[src/design/periodic_row_gap_histogram_core_assert.svh]
// Assertion macros shared by the histogram core modules.
`ifndef PERIODIC_ROW_GAP_HISTOGRAM_CORE_ASSERT_SVH
`define PERIODIC_ROW_GAP_HISTOGRAM_CORE_ASSERT_SVH
`ifndef SYNTH
`define PRGH_ASSERT(label, clk, rst, prop) \
   label: assert property (@(posedge clk) disable iff (rst) prop) \
      else $error("prgh: assertion failed");
`define PRGH_ASSERT_NORST(label, clk, prop) \
   label: assert property (@(posedge clk) prop) \
      else $error("prgh: assertion failed");
`else
`define PRGH_ASSERT(label, clk, rst, prop)
`define PRGH_ASSERT_NORST(label, clk, prop)
`endif
`endif

[src/design/prgh_pkg.sv]
`timescale 1ns / 1ps

package prgh_pkg;

   // Lattice side is a power of two so that column wrap is a mask.
   localparam int SIDE_LOG2   = 4;
   localparam int SIDE        = 1 << SIDE_LOG2;
   localparam int NUM_BINS    = SIDE / 2;
   localparam int COL_W       = SIDE_LOG2;
   localparam int BIN_W       = SIDE_LOG2 - 1;
   localparam int CMD_W       = 3;
   localparam int VALUE_W     = 8;
   localparam int COUNT_W     = 32;
   localparam int SUM_W       = ((COL_W > VALUE_W) ? COL_W : VALUE_W) + 1;
   localparam int QUEUE_DEPTH = 2;
   localparam int QPTR_W      = (QUEUE_DEPTH > 1) ? $clog2(QUEUE_DEPTH) : 1;
   localparam int QCNT_W      = $clog2(QUEUE_DEPTH + 1);

   localparam logic [1:0] SITES_NONE = 2'd0;
   localparam logic [1:0] SITES_ONE  = 2'd1;
   localparam logic [1:0] SITES_FULL = 2'd3;

   typedef enum logic [CMD_W-1:0] {
      CMD_START = 3'd0,
      CMD_STEP  = 3'd1,
      CMD_END   = 3'd2,
      CMD_READ  = 3'd3,
      CMD_CLEAR = 3'd4
   } cmd_type;

   typedef enum logic [1:0] {
      OP_BUMP  = 2'd0,
      OP_READ  = 2'd1,
      OP_CLEAR = 2'd2
   } op_type;

   typedef struct packed {
      op_type            op;
      logic [BIN_W-1:0]  bin;
      logic              out_of_range;
   } queue_entry_type;

   // Folds a gap of 1 .. SIDE-1 to min(g, SIDE-g) and returns its bin index.
   function automatic logic [BIN_W-1:0] fold_bin(input logic [COL_W-1:0] gap);
      logic [COL_W:0] gap_x;
      logic [COL_W:0] rest;
      logic [COL_W:0] folded;
      logic [COL_W:0] folded_m1;
      gap_x     = {1'b0, gap};
      rest      = (COL_W + 1)'(SIDE) - gap_x;
      folded    = (rest < gap_x) ? rest : gap_x;
      folded_m1 = folded - 1'b1;
      return folded_m1[BIN_W-1:0];
   endfunction

endpackage

[src/design/prgh_front.sv]
`timescale 1ns / 1ps

module prgh_front (
   input  logic                             clock,
   input  logic                             reset,
   input  logic                             req_valid,
   output logic                             req_ready,
   input  logic [prgh_pkg::CMD_W-1:0]       req_command,
   input  logic [prgh_pkg::VALUE_W-1:0]     req_value,
   output logic                             push_valid,
   output prgh_pkg::queue_entry_type        push_entry,
   input  logic                             push_ready
);

   logic [prgh_pkg::COL_W-1:0] col_ff, col_in;
   logic [prgh_pkg::COL_W-1:0] first_ff, first_in;
   logic [1:0]                 sites_ff, sites_in;

   logic                       accept;
   logic [prgh_pkg::SUM_W-1:0] value_x;
   logic [prgh_pkg::SUM_W-1:0] sum;
   logic                       crosses;
   logic                       close_ok;
   logic [prgh_pkg::COL_W-1:0] close_gap;

   assign req_ready = push_ready;
   assign accept    = req_valid && req_ready;
   assign value_x   = prgh_pkg::SUM_W'(req_value);
   assign sum       = prgh_pkg::SUM_W'(col_ff) + value_x;
   assign crosses   = sum >= prgh_pkg::SUM_W'(prgh_pkg::SIDE);
   assign close_ok  = (sites_ff == prgh_pkg::SITES_FULL) && (col_ff > first_ff);
   assign close_gap = col_ff - first_ff;

   always_comb begin
      col_in                  = col_ff;
      first_in                = first_ff;
      sites_in                = sites_ff;
      push_valid              = 1'b0;
      push_entry.op           = prgh_pkg::OP_BUMP;
      push_entry.bin          = value_x[prgh_pkg::BIN_W-1:0];
      push_entry.out_of_range = 1'b0;
      if (accept) begin
         unique case (prgh_pkg::cmd_type'(req_command))
            prgh_pkg::CMD_START: begin
               col_in   = value_x[prgh_pkg::COL_W-1:0];
               first_in = value_x[prgh_pkg::COL_W-1:0];
               sites_in = prgh_pkg::SITES_ONE;
            end
            prgh_pkg::CMD_STEP: begin
               if (sites_ff != prgh_pkg::SITES_NONE && req_value != '0) begin
                  col_in = sum[prgh_pkg::COL_W-1:0];
                  if (crosses) begin
                     push_valid     = close_ok;
                     push_entry.bin = prgh_pkg::fold_bin(close_gap);
                     first_in       = sum[prgh_pkg::COL_W-1:0];
                     sites_in       = prgh_pkg::SITES_ONE;
                  end else begin
                     // No wrap, so the step is below SIDE and fits a column.
                     push_valid     = 1'b1;
                     push_entry.bin = prgh_pkg::fold_bin(value_x[prgh_pkg::COL_W-1:0]);
                     if (sites_ff != prgh_pkg::SITES_FULL) begin
                        sites_in = sites_ff + 1'b1;
                     end
                  end
               end
            end
            prgh_pkg::CMD_END: begin
               push_valid     = (sites_ff != prgh_pkg::SITES_NONE) && close_ok;
               push_entry.bin = prgh_pkg::fold_bin(close_gap);
               sites_in       = prgh_pkg::SITES_NONE;
            end
            prgh_pkg::CMD_READ: begin
               push_valid              = 1'b1;
               push_entry.op           = prgh_pkg::OP_READ;
               push_entry.out_of_range =
                  value_x >= prgh_pkg::SUM_W'(prgh_pkg::NUM_BINS);
            end
            prgh_pkg::CMD_CLEAR: begin
               push_valid    = 1'b1;
               push_entry.op = prgh_pkg::OP_CLEAR;
            end
            default: begin
            end
         endcase
      end
   end

   always_ff @(posedge clock) begin
      if (reset) begin
         col_ff   <= '0;
         first_ff <= '0;
         sites_ff <= prgh_pkg::SITES_NONE;
      end else begin
         col_ff   <= col_in;
         first_ff <= first_in;
         sites_ff <= sites_in;
      end
   end

`include "periodic_row_gap_histogram_core_assert.svh"

   `PRGH_ASSERT(a_start_opens_row, clock, reset, (accept && req_command == prgh_pkg::CMD_START) |=> (sites_ff == prgh_pkg::SITES_ONE))

endmodule

[src/design/prgh_queue.sv]
`timescale 1ns / 1ps

module prgh_queue (
   input  logic                      clock,
   input  logic                      reset,
   input  logic                      push_valid,
   input  prgh_pkg::queue_entry_type push_entry,
   output logic                      push_ready,
   output logic                      head_valid,
   output prgh_pkg::queue_entry_type head_entry,
   input  logic                      pop
);

   prgh_pkg::queue_entry_type         entries_ff [prgh_pkg::QUEUE_DEPTH];
   logic [prgh_pkg::QPTR_W-1:0]       head_ff, head_in;
   logic [prgh_pkg::QPTR_W-1:0]       tail_ff, tail_in;
   logic [prgh_pkg::QCNT_W-1:0]       count_ff, count_in;
   logic                              push;
   logic                              take;

   localparam logic [prgh_pkg::QPTR_W-1:0] LAST_PTR =
      prgh_pkg::QPTR_W'(prgh_pkg::QUEUE_DEPTH - 1);

   assign push_ready = count_ff != prgh_pkg::QCNT_W'(prgh_pkg::QUEUE_DEPTH);
   assign head_valid = count_ff != '0;
   assign head_entry = entries_ff[head_ff];
   assign push       = push_valid && push_ready;
   assign take       = pop && head_valid;

   always_comb begin
      head_in  = head_ff;
      tail_in  = tail_ff;
      count_in = count_ff;
      if (push) begin
         tail_in = (tail_ff == LAST_PTR) ? '0 : tail_ff + 1'b1;
      end
      if (take) begin
         head_in = (head_ff == LAST_PTR) ? '0 : head_ff + 1'b1;
      end
      if (push && !take) begin
         count_in = count_ff + 1'b1;
      end else if (take && !push) begin
         count_in = count_ff - 1'b1;
      end
   end

   always_ff @(posedge clock) begin
      if (reset) begin
         head_ff  <= '0;
         tail_ff  <= '0;
         count_ff <= '0;
      end else begin
         head_ff  <= head_in;
         tail_ff  <= tail_in;
         count_ff <= count_in;
      end
   end

   always_ff @(posedge clock) begin
      if (push) begin
         entries_ff[tail_ff] <= push_entry;
      end
   end

`include "periodic_row_gap_histogram_core_assert.svh"

   `PRGH_ASSERT(a_count_bound, clock, reset, count_ff <= prgh_pkg::QCNT_W'(prgh_pkg::QUEUE_DEPTH))
   `PRGH_ASSERT(a_count_grows, clock, reset, (push && !take) |=> (count_ff == $past(count_ff) + 1'b1))

endmodule

[src/design/prgh_back.sv]
`timescale 1ns / 1ps

module prgh_back (
   input  logic                             clock,
   input  logic                             reset,
   input  logic                             head_valid,
   input  prgh_pkg::queue_entry_type        head_entry,
   output logic                             pop,
   output logic                             rsp_valid,
   input  logic                             rsp_ready,
   output logic [prgh_pkg::COUNT_W-1:0]     rsp_bin_count
);

   logic [prgh_pkg::COUNT_W-1:0] bins_ff [prgh_pkg::NUM_BINS];
   logic [prgh_pkg::COUNT_W-1:0] bins_in [prgh_pkg::NUM_BINS];
   logic                         rsp_valid_ff, rsp_valid_in;
   logic [prgh_pkg::COUNT_W-1:0] rsp_count_ff, rsp_count_in;
   logic                         is_read;
   logic                         do_bump;
   logic                         do_clear;
   logic                         do_read;

   assign is_read  = head_entry.op == prgh_pkg::OP_READ;
   // A read waits only while the output register still holds an untaken result.
   assign pop      = head_valid && (!is_read || !rsp_valid_ff || rsp_ready);
   assign do_bump  = pop && (head_entry.op == prgh_pkg::OP_BUMP);
   assign do_clear = pop && (head_entry.op == prgh_pkg::OP_CLEAR);
   assign do_read  = pop && is_read;

   always_comb begin
      for (int i = 0; i < prgh_pkg::NUM_BINS; i++) begin
         bins_in[i] = bins_ff[i];
         if (do_clear) begin
            bins_in[i] = '0;
         end else if (do_bump && head_entry.bin == prgh_pkg::BIN_W'(i)
                      && bins_ff[i] != '1) begin
            bins_in[i] = bins_ff[i] + 1'b1;
         end
      end
   end

   always_comb begin
      rsp_valid_in = rsp_valid_ff;
      rsp_count_in = rsp_count_ff;
      if (do_read) begin
         rsp_valid_in = 1'b1;
         rsp_count_in = head_entry.out_of_range ? '0 : bins_ff[head_entry.bin];
      end else if (rsp_ready) begin
         rsp_valid_in = 1'b0;
      end
   end

   always_ff @(posedge clock) begin
      if (reset) begin
         for (int i = 0; i < prgh_pkg::NUM_BINS; i++) begin
            bins_ff[i] <= '0;
         end
         rsp_valid_ff <= 1'b0;
      end else begin
         bins_ff      <= bins_in;
         rsp_valid_ff <= rsp_valid_in;
      end
   end

   always_ff @(posedge clock) begin
      rsp_count_ff <= rsp_count_in;
   end

   assign rsp_valid     = rsp_valid_ff;
   assign rsp_bin_count = rsp_count_ff;

`include "periodic_row_gap_histogram_core_assert.svh"

   `PRGH_ASSERT(a_read_gives_result, clock, reset, do_read |=> rsp_valid_ff)
   `PRGH_ASSERT(a_clear_zeroes, clock, reset, do_clear |=> (bins_ff[0] == '0))

endmodule

[src/design/periodic_row_gap_histogram_core.sv]
`timescale 1ns / 1ps

// Channel   Direction  Ports                                   Carries
// req       in         req_valid req_ready req_command         one command transaction
//                      req_value
// rsp       out        rsp_valid rsp_ready rsp_bin_count       bin count of a read
//
// One transaction is taken per cycle while req_ready is high; the front
// classifies it in the cycle it is accepted and the back applies it once it
// leaves the queue. A read result reaches rsp through the queue entry and the
// output register.
// Reset is synchronous; it clears the open row state, the queue and all bins.
// A result held on rsp stalls only the read behind it; the two-entry queue then
// fills and req_ready falls.

module periodic_row_gap_histogram_core (
   input  logic                             clock,
   input  logic                             reset,
   input  logic                             req_valid,
   output logic                             req_ready,
   input  logic [prgh_pkg::CMD_W-1:0]       req_command,
   input  logic [prgh_pkg::VALUE_W-1:0]     req_value,
   output logic                             rsp_valid,
   input  logic                             rsp_ready,
   output logic [prgh_pkg::COUNT_W-1:0]     rsp_bin_count
);

   // Front to queue: at most one histogram operation per transaction.
   logic                      push_valid;
   logic                      push_ready;
   prgh_pkg::queue_entry_type push_entry;

   // Queue to back.
   logic                      head_valid;
   prgh_pkg::queue_entry_type head_entry;
   logic                      pop;

   // The front keeps the open row (current column, first column, site count)
   // and turns steps, row closes, reads and clears into queue entries. Every
   // row update is registered as its step is accepted, so consecutive steps need no forwarding.
   prgh_front u_front (
      .clock       (clock),
      .reset       (reset),
      .req_valid   (req_valid),
      .req_ready   (req_ready),
      .req_command (req_command),
      .req_value   (req_value),
      .push_valid  (push_valid),
      .push_entry  (push_entry),
      .push_ready  (push_ready)
   );

   // The queue keeps entries in order, so a read always sees every bump and
   // clear from the transactions before it.
   prgh_queue u_queue (
      .clock      (clock),
      .reset      (reset),
      .push_valid (push_valid),
      .push_entry (push_entry),
      .push_ready (push_ready),
      .head_valid (head_valid),
      .head_entry (head_entry),
      .pop        (pop)
   );

   // The back holds the saturating bins and the registered read result.
   prgh_back u_back (
      .clock         (clock),
      .reset         (reset),
      .head_valid    (head_valid),
      .head_entry    (head_entry),
      .pop           (pop),
      .rsp_valid     (rsp_valid),
      .rsp_ready     (rsp_ready),
      .rsp_bin_count (rsp_bin_count)
   );

endmodule
[config.mk]
export PLATFORM = sky130hd
export DESIGN_NAME = periodic_row_gap_histogram_core
export DESIGN_NICKNAME = d
export VERILOG_FILES = /design/src/design/prgh_pkg.sv /design/src/design/prgh_front.sv /design/src/design/prgh_queue.sv /design/src/design/prgh_back.sv /design/src/design/periodic_row_gap_histogram_core.sv
export VERILOG_INCLUDE_DIRS = /design/src /design/src/design
export SDC_FILE = /design/constraint.sdc
export NUM_CORES = 1
export LEC_CHECK = 0
export ABC_CLOCK_PERIOD_IN_PS = 7600
export BUFFER_PORTS_ARGS = -buffer_cell sky130_fd_sc_hd__buf_2
export CORE_AREA = 2 2 181 183
export CTS_CLUSTER_SIZE = 40
export DETAILED_ROUTE_END_ITERATION = 12
export DIE_AREA = 0 0 183 185
export GPL_ROUTABILITY_DRIVEN = 0
export PLACE_DENSITY = 0.71
export SLEW_MARGIN = 15
export SYNTH_ARGS = -nofsm -noshare
export SYNTH_HDL_FRONTEND = slang
export SYNTH_SLANG_ARGS = --single-unit
export TNS_END_PERCENT = 100
[constraint.sdc]
create_clock -name clock -period 7.6 [get_ports clock]
set_input_delay 1.14 -clock clock [delete_from_list [all_inputs] [get_ports clock]]
set_output_delay 1.14 -clock clock [all_outputs]
set_load 0.02 [all_outputs]
==> metrics.cfg <==
[clock_network]
clkLatencyLatePin_ns = 0.53
path_clk_slew_ns = 0.06
cts_resized = 0
cts_inserted_buffers = 38
cts_buffer_depth = 3
cts_tree = built
cts_setup_buffers = 0
root_buffer = clkbuf_16
cts.sinks = 316
hold_buffers = 0
htree_levels = 2

[yosys]
synth_cell_type_count = 87
yosysMostFrequentCell = nor2_1
yosysWarnings = 0
syn_inst = 2062
synth.top_cell.area_share_pct = 31.25
synthTopCellsByCount = nor2_1 (304), dfxtp_1 (272), nand2_1 (118)
synth-main-ff-cell = dfxtp_1
async_reset_ff_share_pct = 0
yosysSeqAreaShare_pct = 38.83
synth_nets = 2106
synthTopCellsByArea = dfxtp_1 (31%), edfxtp_1 (7.6%), nor2_1 (6.5%)
netlist.top_cell.by_area = dfxtp_1
netlist_area_sq_um = 17430
ys_ff_latch = 316
syn_avg_cell_area_sq_um = 8.451
synth_edf_count = 44

[placed_design]
hpwl_mm = 35.87
port_buffers = 48

[detailed_routing]
drc = 0
post_drt_wl_per_cell_um = 20.39
first_pass_iters = 6
num_vias = 16130
drt_wl_total_mm = 50.82
avgViaCountPerCell = 6.470
ant_nets = 0
first_iter_violations = 1861

[timing]
clock_skew_ns = 0.01517
rsz0062_at_grt = false
setup_viol = 0
whs_ns = 0.4981
relSlewSlack_pct = 25.84
slew_viol_final = 0
finalHoldViolCount = 0
worstMarginPinSlew_ns = 1.110
fin_crit_sh_pct = 55.72
timing.fmax_ghz = 0.2361
setup_tns_ns = 0
period_minus_slack_ns = 4.235

[floorplanning]
design.core.area_sq_um = 32040
fp.dieH_um = 185
die_x_um = 183
rows = 66
die_area_sq_um = 33860
io_pins = 49
start_util_pct = 54.39

[worst_setup_path]
critPathArrivalTime_ns = 4.50
rr_worst_depth = 17
cp_max_fo = 6
worstReg2RegEnd = u_queue.entries_ff[0][3]
critical_path.n_buffers_inverters = 2
r2r-start = u_front.first_ff[2]
crit_required_ns = 7.86
crit_chain = inv_1, ha_1, a21oi_1, nand2_1, xor2_1, inv_1, ha_1, xnor2_1, and3_1, o32ai_1, a221oi_1, mux2i_1, ha_1, nand3b_1, mux2i_1, a211o_1, a311o_1
slowest_delay_ns = 0.42
cp_slowest_cell = a221oi_1
r2r_slack_ns = 3.36
critPathKind = reg2reg
crit_path_frequent_cell = ha_1
end_kind = flop
startpoint_type = flop
critical-path-top-delay-family = compound AO/OA/AOI/OAI gates

[finish]
nNetsFinal = 2102
utilization_pct = 59.66
fill_cells = 2833
area_growth_pct = 9.700
antennaDiodeCount = 0
drive_gt1_share_pct = 8.201

[hold_path]
whs_path_depth = 2
min_to = u_front.first_ff[2]
hold_class = reg2reg
hp-start = u_front.first_ff[2]

[global_route]
track_usage_pct = 29.80
grt_antenna_before_repair = 0
first_global_vias = 14619
grt_max_degree = 78
gr-total-overflow = 0
grt_pass1_wl_mm = 80.61

[run_status]
status = complete, no violations

[power_and_ir_drop]
p_int_mw = 2.986
p_per_area_nw_per_um2 = 220.9
seqPwrFrac_pct = 42.3
combinationalPowerShare_pct = 14.4
p_switching_mw = 1.237
ir_drop_mv = 0.1942
p_sw_share_pct = 29.30
p_leak_nw = 6.104
pwr-share-clk_pct = 43.3

[flow_run]
drv_cap = 0

==> worst register-to-register path: stages, from the launching register on <==
cell and delay (ns):
dfxtp_1 0.32, inv_1 0.05, ha_1 0.38, a21oi_1 0.26, nand2_1 0.10, xor2_1 0.25, inv_1 0.08, ha_1 0.34
xnor2_1 0.20, and3_1 0.20, o32ai_1 0.09, a221oi_1 0.42, mux2i_1 0.25, ha_1 0.22, nand3b_1 0.14, mux2i_1 0.09
a211o_1 0.30, a311o_1 0.28
==> registers in the layout, indices dropped and copies added, names as in the netlist, named ones only <==
register / count
u_back.bins_ff: 256
u_back.rsp_bin_count: 32
u_queue.entries_ff: 12
u_front.col_ff: 4
u_front.first_ff: 4
u_front.sites_ff: 2
u_queue.count_ff: 2
u_back.rsp_valid: 1
u_queue.head_ff: 1
u_queue.tail_ff: 1
==> layout make-up <==
| type | instances | area, sq um | area share [%] |
|---|---|---|---|
| clock inverter | 20 | 190.2 | 0.9949 |
| timing repair buffer | 61 | 337.8 | 1.767 |
| clock buffer | 47 | 1067 | 5.583 |
| tap | 408 | 510.5 | 2.671 |
| inverter | 42 | 157.7 | 0.8247 |
| sequential | 316 | 6766 | 35.40 |
| multi-input combinational | 1599 | 10090 | 52.76 |
==> worst max-delay path by stage <==
stage / cells past startpoint / from / end
global placement: 17 / u_front.first_ff[2] / u_queue.entries_ff[0][3]
detailed placement: 17 / u_front.first_ff[2] / u_queue.entries_ff[0][3]
CTS: 17 / u_front.first_ff[2] / u_queue.entries_ff[0][3]
global route: 17 / u_front.first_ff[2] / u_queue.entries_ff[0][3]
finish: 17 / u_front.first_ff[2] / u_queue.entries_ff[0][3]
floorplan: 17 / u_front.first_ff[2] / u_queue.entries_ff[0][3]
==> stage by stage <==
| stage | std cells | power (mW) | area [sq um] | setup WS, ns |
|---|---|---|---|---|
| after floorplan | 2062 | 2.241 | 17430 | 3.865 |
| after global placement | 2426 | 2.406 | 17850 | 3.590 |
| after detailed placement | 2426 | 2.417 | 17850 | 3.439 |
| after CTS | 2493 | 4.228 | 19110 | 3.378 |
| after global routing | 2493 | 4.357 | 19120 | 3.061 |
| final | 2493 | 4.223 | 19120 | 3.365 |
==> logic make-up after synthesis <==
family / after synthesis / synth area share, %
and+or+nand+nor: 985 / 29.90
AOI/OAI and AO/OA: 360 / 14.17
DFF: 316 / 38.83
xor gates and xnor gates: 208 / 10.45
buffers and inverters: 147 / 3.482
adders and majority gates: 29 / 2.168
muxes: 17 / 0.9980
==> power by group through the flow <==
stage                     sequential, mW  combinational, mW  clock, mW
after global placement              1.82              0.587          0
after detailed placement            1.82              0.596          0
after floorplan                     1.82              0.424          0
final                               1.79              0.608       1.83
after global routing                1.79              0.649       1.92
after CTS                           1.79              0.598       1.84
==> placed cells by master, fill, tap and decap left out, drive strengths merged, types with 4 or more instances in the layout <==
master,netlist,layout
a21oi,91,91
clkinv,0,14
nor3b,15,15
nor4,43,43
a211oi,13,13
or3,40,40
and4,29,29
o31ai,6,6
nor3,68,68
nand4b,15,15
nand2b,7,7
a311oi,5,5
nor2b,9,9
xor2,102,102
a31oi,4,4
a22oi,102,102
nand2,119,119
and2,19,19
nor2,305,305
o41ai,5,5
and3,63,63
buf,53,61
inv,42,43
ha,27,27
xnor2,106,106
a2111oi,4,4
clkbuf,52,47
nand4,102,102
nor4b,9,9
o21ai,54,54
a221oi,13,13
or4,15,15
dfxtp,272,272
nand3,105,105
a22o,11,11
edfxtp,44,44
mux2i,14,14
or2,11,11
o211ai,17,17
==> routing by layer <==
| layer | vias up | GRT usage [%] | part of all wire [%] |
|---|---|---|---|
| li1 | 7567 | - | - |
| met1 | 7783 | 41.79 | 44 |
| met2 | 688 | 46.56 | 44 |
| met3 | 92 | 5.446 | 8.3 |
| met4 | 0 | 9.536 | 3.2 |
| met5 | - | 0 | 0 |
No activity file was read; power rests on OpenSTA's default activity.
